**config.mk**
```make
export PLATFORM = sky130hd
export DESIGN_NAME = sorted_list_engine_top
export DESIGN_NICKNAME = d
export VERILOG_FILES = /design/src/rtl/sle_pkg.sv /design/src/rtl/sle_front.sv /design/src/rtl/sle_back.sv /design/src/rtl/sorted_list_engine_top.sv
export SDC_FILE = /design/constraint.sdc
export NUM_CORES = 2
export LEC_CHECK = 0
export BUFFER_PORTS_ARGS = -buffer_cell sky130_fd_sc_hd__buf_2
export CAP_MARGIN = 15
export CORE_MARGIN = 2
export CORE_UTILIZATION = 50
export DETAILED_ROUTE_END_ITERATION = 8
export GPL_ROUTABILITY_DRIVEN = 0
export GPL_TIMING_DRIVEN = 0
export HOLD_SLACK_MARGIN = 0.06
export PLACE_DENSITY = 0.65
export SLEW_MARGIN = 10
export SYNTH_ARGS = -nofsm -noshare
export SYNTH_HDL_FRONTEND = slang
export SYNTH_SLANG_ARGS = --single-unit
```
**constraint.sdc**
```tcl
create_clock -name clk_i -period 5.4 [get_ports clk_i]
set_input_delay 1.08 -clock clk_i [delete_from_list [all_inputs] [get_ports clk_i]]
set_output_delay 1.08 -clock clk_i [all_outputs]
set_load 0.02 [all_outputs]
```
**src/rtl/sle_pkg.sv**
```systemverilog
// Package for the sorted list engine: sizes, command and status codes,
// queue entry type and back-end state type. No dependencies.
`default_nettype none
package sle_pkg;

  localparam int unsigned CAPACITY = 32;
  localparam int unsigned IDX_W    = $clog2(CAPACITY);
  localparam int unsigned CNT_W    = $clog2(CAPACITY + 1);
  localparam int unsigned DATA_W   = 32;

  localparam int unsigned Q_DEPTH  = 2;
  localparam int unsigned QPTR_W   = (Q_DEPTH > 1) ? $clog2(Q_DEPTH) : 1;
  localparam int unsigned QCNT_W   = $clog2(Q_DEPTH + 1);

  typedef enum logic [1:0] {
    CMD_INSERT = 2'd0,
    CMD_DELETE = 2'd1,
    CMD_DUMP   = 2'd2
  } cmd_e;

  typedef enum logic [1:0] {
    ST_OK       = 2'd0,
    ST_NOTFOUND = 2'd1,
    ST_FULL     = 2'd2,
    ST_EMPTY    = 2'd3
  } status_e;

  typedef enum logic [1:0] {
    S_IDLE,
    S_CMP,
    S_APPLY,
    S_DUMP
  } state_e;

  typedef struct packed {
    cmd_e                     cmd;
    logic signed [DATA_W-1:0] value;
  } op_t;

endpackage
`default_nettype wire

```
**src/rtl/sle_front.sv**
```systemverilog
// Front end: accepts command beats, drops unused codes and queues the rest.
// Depends on sle_pkg.
`default_nettype none
module sle_front (
  input  wire logic                             clk_i,
  input  wire logic                             rst_ni,
  input  wire logic                             in_valid_i,
  output logic                                  in_stall_o,
  input  wire logic [1:0]                       command_i,
  input  wire logic signed [sle_pkg::DATA_W-1:0] value_i,
  output logic                                  q_valid_o,
  output sle_pkg::op_t                          q_op_o,
  input  wire logic                             q_pop_i
);
  import sle_pkg::*;

  op_t                 slot_q [Q_DEPTH];
  logic [QPTR_W-1:0]   wr_ptr_q, rd_ptr_q;
  logic [QCNT_W-1:0]   fill_q;
  logic                known_cmd;
  logic                push;
  logic                pop;

  always_comb begin
    case (command_i)
      CMD_INSERT, CMD_DELETE, CMD_DUMP: known_cmd = 1'b1;
      default:                          known_cmd = 1'b0;
    endcase
  end

  assign in_stall_o = (fill_q == QCNT_W'(Q_DEPTH));
  assign push       = in_valid_i && !in_stall_o && known_cmd;
  assign q_valid_o  = (fill_q != '0);
  assign pop        = q_pop_i && q_valid_o;
  assign q_op_o     = slot_q[rd_ptr_q];

  always_ff @(posedge clk_i) begin
    if (push) begin
      slot_q[wr_ptr_q] <= '{cmd: cmd_e'(command_i), value: value_i};
    end
  end

  always_ff @(posedge clk_i or negedge rst_ni) begin
    if (!rst_ni) begin
      wr_ptr_q <= '0;
      rd_ptr_q <= '0;
      fill_q   <= '0;
    end else begin
      if (push) begin
        wr_ptr_q <= (wr_ptr_q == QPTR_W'(Q_DEPTH - 1)) ? '0 : wr_ptr_q + 1'b1;
      end
      if (pop) begin
        rd_ptr_q <= (rd_ptr_q == QPTR_W'(Q_DEPTH - 1)) ? '0 : rd_ptr_q + 1'b1;
      end
      case ({push, pop})
        2'b10:   fill_q <= fill_q + 1'b1;
        2'b01:   fill_q <= fill_q - 1'b1;
        default: fill_q <= fill_q;
      endcase
    end
  end

endmodule
`default_nettype wire

```
**src/rtl/sle_back.sv**
```systemverilog
// Back end: row of sorted cells with per-cell compare, shift sequencer,
// dump streaming and the output register. Depends on sle_pkg.
`default_nettype none
module sle_back (
  input  wire logic                             clk_i,
  input  wire logic                             rst_ni,
  input  wire logic                             q_valid_i,
  input  wire sle_pkg::op_t                     q_op_i,
  output logic                                  q_pop_o,
  output logic                                  out_valid_o,
  input  wire logic                             out_stall_i,
  output logic signed [sle_pkg::DATA_W-1:0]     item_o,
  output logic [1:0]                            status_o,
  output logic                                  last_o
);
  import sle_pkg::*;

  state_e                    state_q, state_d;
  op_t                       op_q;
  logic signed [DATA_W-1:0]  cell_q [CAPACITY];
  logic signed [DATA_W-1:0]  cell_ins [CAPACITY];
  logic signed [DATA_W-1:0]  cell_del [CAPACITY];
  logic [CAPACITY-1:0]       lt_q, lt_d, hit;
  logic                      found_q;
  logic [CNT_W-1:0]          count_q;
  logic [IDX_W-1:0]          idx_q;

  logic                      out_valid_q;
  logic signed [DATA_W-1:0]  item_q, item_d;
  status_e                   status_q, status_d;
  logic                      last_q, last_d;

  logic                      slot_free;
  logic                      out_load;
  logic                      cmp_en, ins_en, del_en;
  logic                      idx_clr, idx_inc;
  logic                      dump_last;

  // Per-cell compare and shift candidates; lt is monotone over a sorted row.
  for (genvar g = 0; g < CAPACITY; g++) begin : g_cell
    logic valid_c;
    logic prev_lt_d;
    assign valid_c = (CNT_W'(g) < count_q);
    assign lt_d[g] = valid_c && (cell_q[g] < op_q.value);
    if (g == 0) begin : g_first
      assign prev_lt_d   = 1'b1;
      assign cell_ins[g] = lt_q[g] ? cell_q[g] : op_q.value;
    end else begin : g_rest
      assign prev_lt_d   = lt_d[g-1];
      assign cell_ins[g] = lt_q[g] ? cell_q[g] : (lt_q[g-1] ? op_q.value : cell_q[g-1]);
    end
    if (g == CAPACITY - 1) begin : g_top
      assign cell_del[g] = cell_q[g];
    end else begin : g_below
      assign cell_del[g] = lt_q[g] ? cell_q[g] : cell_q[g+1];
    end
    assign hit[g] = valid_c && !lt_d[g] && prev_lt_d && (cell_q[g] == op_q.value);
  end

  assign slot_free = !out_valid_q || !out_stall_i;
  assign dump_last = ({1'b0, idx_q} + 1'b1) == count_q;

  always_comb begin
    state_d  = state_q;
    q_pop_o  = 1'b0;
    cmp_en   = 1'b0;
    ins_en   = 1'b0;
    del_en   = 1'b0;
    idx_clr  = 1'b0;
    idx_inc  = 1'b0;
    out_load = 1'b0;
    item_d   = op_q.value;
    status_d = ST_OK;
    last_d   = 1'b1;
    case (state_q)
      S_IDLE: begin
        if (q_valid_i) begin
          q_pop_o = 1'b1;
          state_d = S_CMP;
        end
      end
      S_CMP: begin
        cmp_en  = 1'b1;
        state_d = S_APPLY;
      end
      S_APPLY: begin
        if (op_q.cmd == CMD_DUMP) begin
          if (count_q == '0) begin
            item_d   = '0;
            status_d = ST_EMPTY;
            if (slot_free) begin
              out_load = 1'b1;
              state_d  = S_IDLE;
            end
          end else begin
            idx_clr = 1'b1;
            state_d = S_DUMP;
          end
        end else if (slot_free) begin
          out_load = 1'b1;
          state_d  = S_IDLE;
          if (op_q.cmd == CMD_INSERT) begin
            if (count_q == CNT_W'(CAPACITY)) begin
              status_d = ST_FULL;
            end else begin
              ins_en = 1'b1;
            end
          end else begin
            if (found_q) begin
              del_en = 1'b1;
            end else begin
              status_d = ST_NOTFOUND;
            end
          end
        end
      end
      S_DUMP: begin
        item_d = cell_q[idx_q];
        last_d = dump_last;
        if (slot_free) begin
          out_load = 1'b1;
          if (dump_last) begin
            state_d = S_IDLE;
          end else begin
            idx_inc = 1'b1;
          end
        end
      end
      default: state_d = S_IDLE;
    endcase
  end

  always_ff @(posedge clk_i or negedge rst_ni) begin
    if (!rst_ni) begin
      state_q     <= S_IDLE;
      count_q     <= '0;
      out_valid_q <= 1'b0;
    end else begin
      state_q <= state_d;
      if (ins_en) begin
        count_q <= count_q + 1'b1;
      end else if (del_en) begin
        count_q <= count_q - 1'b1;
      end
      if (out_load) begin
        out_valid_q <= 1'b1;
      end else if (!out_stall_i) begin
        out_valid_q <= 1'b0;
      end
    end
  end

  always_ff @(posedge clk_i) begin
    if (q_pop_o) begin
      op_q <= q_op_i;
    end
    if (cmp_en) begin
      lt_q    <= lt_d;
      found_q <= |hit;
    end
    for (int i = 0; i < CAPACITY; i++) begin
      if (ins_en) begin
        cell_q[i] <= cell_ins[i];
      end else if (del_en) begin
        cell_q[i] <= cell_del[i];
      end
    end
    if (idx_clr) begin
      idx_q <= '0;
    end else if (idx_inc) begin
      idx_q <= idx_q + 1'b1;
    end
    if (out_load) begin
      item_q   <= item_d;
      status_q <= status_d;
      last_q   <= last_d;
    end
  end

  assign out_valid_o = out_valid_q;
  assign item_o      = item_q;
  assign status_o    = status_q;
  assign last_o      = last_q;

endmodule
`default_nettype wire

```
**src/rtl/sorted_list_engine_top.sv**
```systemverilog
// Top level of the sorted list engine: front queue feeding the cell back end.
// Depends on sle_pkg, sle_front and sle_back.
//
// Keeps up to 32 signed values in ascending order. Command 0 inserts, 1
// deletes the first equal entry, 2 dumps all entries in order with last set
// on the final beat; code 3 is accepted and discarded. A two-entry command
// queue takes beats while the back end works. Insert and delete pass through
// three back-end steps (queue pop, parallel compare across every cell, shift
// of the cell row); a dump pops and compares likewise, then streams the stored
// entries, one per beat, through the single read port that reads the cells. A busy
// output slot holds the back end until the result beat is taken.
`default_nettype none
module sorted_list_engine_top (
  input  wire logic                              clk_i,
  input  wire logic                              rst_ni,
  input  wire logic                              in_valid_i,
  output logic                                   in_stall_o,
  input  wire logic [1:0]                        command_i,
  input  wire logic signed [sle_pkg::DATA_W-1:0] value_i,
  output logic                                   out_valid_o,
  input  wire logic                              out_stall_i,
  output logic signed [sle_pkg::DATA_W-1:0]      item_o,
  output logic [1:0]                             status_o,
  output logic                                   last_o
);
  import sle_pkg::*;

  logic q_valid;
  op_t  q_op;
  logic q_pop;

  sle_front u_front (
    .clk_i      (clk_i),
    .rst_ni     (rst_ni),
    .in_valid_i (in_valid_i),
    .in_stall_o (in_stall_o),
    .command_i  (command_i),
    .value_i    (value_i),
    .q_valid_o  (q_valid),
    .q_op_o     (q_op),
    .q_pop_i    (q_pop)
  );

  sle_back u_back (
    .clk_i       (clk_i),
    .rst_ni      (rst_ni),
    .q_valid_i   (q_valid),
    .q_op_i      (q_op),
    .q_pop_o     (q_pop),
    .out_valid_o (out_valid_o),
    .out_stall_i (out_stall_i),
    .item_o      (item_o),
    .status_o    (status_o),
    .last_o      (last_o)
  );

endmodule
`default_nettype wire

```
==> reports/qor.yml <==
outcome: "complete, but fails checks"
violations: "setup timing"
drt_pass1_iterations: 6
internal-power_mw: 30.5
ys_top_cells_by_area: "edfxtp_1 40%, ha_1 14%, mux2i_1 11%"
grt_use_total_pct: 37.0
critPathRequiredTime_ps: 5950
synth_ff_type: "edfxtp_1"
yosys.area.top_type_share_pct: 40.1
synth_edf_count: 1194
worst_slew_pin_slew_ps: 1410
fp-row-count: 155
grt_max_degree: 36
fin_ws_ps: -116
critPathCaptureType: "register"
path_cells: "clkbuf_1, inv_2, ha_1, nand2_1, nor4_1, a21boi_0, o31a_1, o22ai_1, a22o_1, a311o_2, nor3_1, nand4_1"
async_flop_share_pct: 1.07
drt_wl_total_mm: 345
cpPeakStageDelay_ps: 1000
pwr-share-comb_pct: 52.9
fill_cells: 15099
fin_nets: 9626
seq_area_sq_mm: 0.0364
critPathArrivalTime_ps: 6070
synth.distinct_cells: 81
io_buffer_count: 74
cts_tree: "done"
period_needed_ps: 5520
design_area_sq_mm: 0.0993
syn_area_sq_mm: 0.0895
rsz0062_at_grt: "false"
skew_ps: 36.6
drive_gt1_share_pct: 10.0
netlist_top_cells_count: "1399 x a21oi_1, 1194 x edfxtp_1, 1109 x nor2_1"
fp.dieArea_sq_mm: 0.182
synth_cells: 8260
ctsHoldBuffers: 0
vias: 74614
hold_path.class: "input port to asynchronous set/reset pin"
ios: 75
critPathTopFamily: "compound AO/OA/AOI/OAI gates"
route.detailed.drc: 0
postRouteAntennaNets: 0
post_cts_buffers: 0
die_x_um: 427
crit_buf_inv: 2
worst-path-max-fanout: 33
synth_top_area_cell: "edfxtp_1"
hold_viol: 0
ctsResizeCount: 0
seqPwrFrac_pct: 28.9
relSlewSlack_pct: 5.23
multiInputGateArea_sq_mm: 0.0508
r2r_start: "u_back.op_q[6]"
cp-start-kind: "register"
switchingPower_mw: 24.7
cts.sinks: 1217
leakage_nw: 38.9
die_h_um: 427
wire_per_inst_um: 31.3
insertion_delay_ps: 840
drv_slew: 0
hpwl_mm: 282
vias_per_cell: 6.76
yosysWarnings: 0
critical_path_class: "register to register"
synth_most_common_cell: "a21oi_1"
maxCapViolCount: 0
path_depth: 12
reg2reg_depth: 12
fmax_ghz: 0.181
start_util_pct: 50.2
cts_buffer_depth: 3
tns_ps: -116
yosysSeqAreaShare_pct: 40.6
cts-root-buf: "clkbuf_16"
ir_drop_mv: 0.404
area_growth_pct: 10.9
period_share_pct: 102
clkSlewWorstSetupHoldPaths_ps: 60
fp.coreArea_sq_mm: 0.178
grt-ovfl-total: 0
synth_nets: 9327
dpl_cell_area_sq_mm: 0.0945
drt-initial-drc-count: 9981
setup_viol: 1
slowest_stage: "nor4_1"
grt_pass1_wl_mm: 486
crit_start: "u_back.op_q[6]"
clockPowerShare_pct: 18.2
grt_pass1_vias: 73463
p_sw_share_pct: 44.8
htreeDepth: 4
avgSynthCellArea_sq_um: 10.8
cts_made_buffers: 149
ys_ff_latch: 1217
antenna_found_initial: 13
p_per_area_mw_per_mm2: 556
## through the flow
step	worst slack [ps]	hold slack (ps)	power, mW	cells	util [%]
6_report	-116	188	55.2	11042	55.7
2_1_floorplan	418	450	33.4	8260	-
3_3_place_gp	-1850	469	42.2	10689	52.1
3_5_place_dp	-99.5	489	44.0	10759	53.0
4_1_cts	145	168	54.0	11032	55.6
5_1_grt	90.0	180	57.2	11036	55.7
## cell type report
| class | instances | share of cell area, % |
|---|---|---|
| Sequential cell | 1217 | 36.7 |
| Clock buffer | 183 | 3.94 |
| Inverter | 110 | 0.416 |
| Multi-Input combinational cell | 6358 | 51.2 |
| Buffer | 575 | 2.22 |
| Clock inverter | 90 | 0.799 |
| Tap cell | 2355 | 2.97 |
| Timing Repair Buffer | 148 | 1.80 |
| Antenna cell | 6 | 0.0151 |
## kinds of logic after synthesis
logic type,after synthesis,share of synthesized area (%)
adders and majority gates,1029,14.4
AOI/OAI and AO/OA,1941,11.9
and+or+nand+nor,1969,9.72
buffers and inverters,685,2.92
DFF,1217,40.6
muxes,1394,20.2
xor gates and xnor gates,25,0.245
## flip-flops by register name, summed over array words and instances, names as in the netlist, 2 cells and up, named ones only
register / count
u_back.cell_q: 1024
u_back.count_q: 6
u_front.slot_q: 68
u_front.fill_q: 2
u_back.lt_q: 32
u_back.op_q: 34
u_back.status_o: 2
u_back.item_o: 32
u_back.state_q: 2
u_back.idx_q: 5
## power by group through the flow
| stage | sequential (mW) | clock (mW) | combinational, mW |
|---|---|---|---|
| 3_3_place_gp | 16.0 | 0 | 26.1 |
| 5_1_grt | 16.0 | 10.4 | 30.9 |
| 6_report | 15.9 | 10.1 | 29.2 |
| 3_5_place_dp | 16.0 | 0 | 28.1 |
| 4_1_cts | 15.8 | 10.1 | 28.2 |
| 2_1_floorplan | 15.2 | 0 | 18.2 |
## routing by layer
metal  GRT usage [%]  part of all wire [%]
met4            30.1                   9.7
met3            8.55                    11
met1            43.5                    35
met5            1.43                  0.14
met2            57.7                    45
## worst paths after layout
check                                         to  slack (ps)
max in group asynchronous      u_back.count_q[5]        4880
min                             u_front.wr_ptr_q         190
min in group clk_i         u_front.slot_q[1][30]         440
min reg2reg                    u_front.fill_q[1]         510
max                               u_back.found_q        -120
max reg2reg                       u_back.found_q        -120
## cell usage in the layout (no fill, tap or decap), drive strengths merged, types with 13 or more instances in the layout
master | synthesis | final
a211oi | 29 | 29
a21boi | 15 | 15
a21o | 86 | 86
a21oi | 1399 | 1399
a31oi | 15 | 15
and4 | 20 | 20
buf | 39 | 186
clkbuf | 536 | 720
clkinv | 0 | 72
dfrtp | 13 | 13
edfxtp | 1194 | 1194
ha | 1029 | 1029
inv | 110 | 117
mux2 | 72 | 72
mux2i | 1002 | 1002
mux4 | 320 | 320
nand2 | 333 | 333
nand2b | 22 | 22
nand3 | 71 | 71
nand4 | 186 | 186
nor2 | 1109 | 1109
nor2b | 48 | 48
nor3 | 51 | 51
nor4 | 48 | 48
o211ai | 32 | 32
o21a | 30 | 30
o21ai | 216 | 216
or3 | 14 | 14
xnor2 | 14 | 14
No activity file was read; power rests on OpenSTA's default activity.
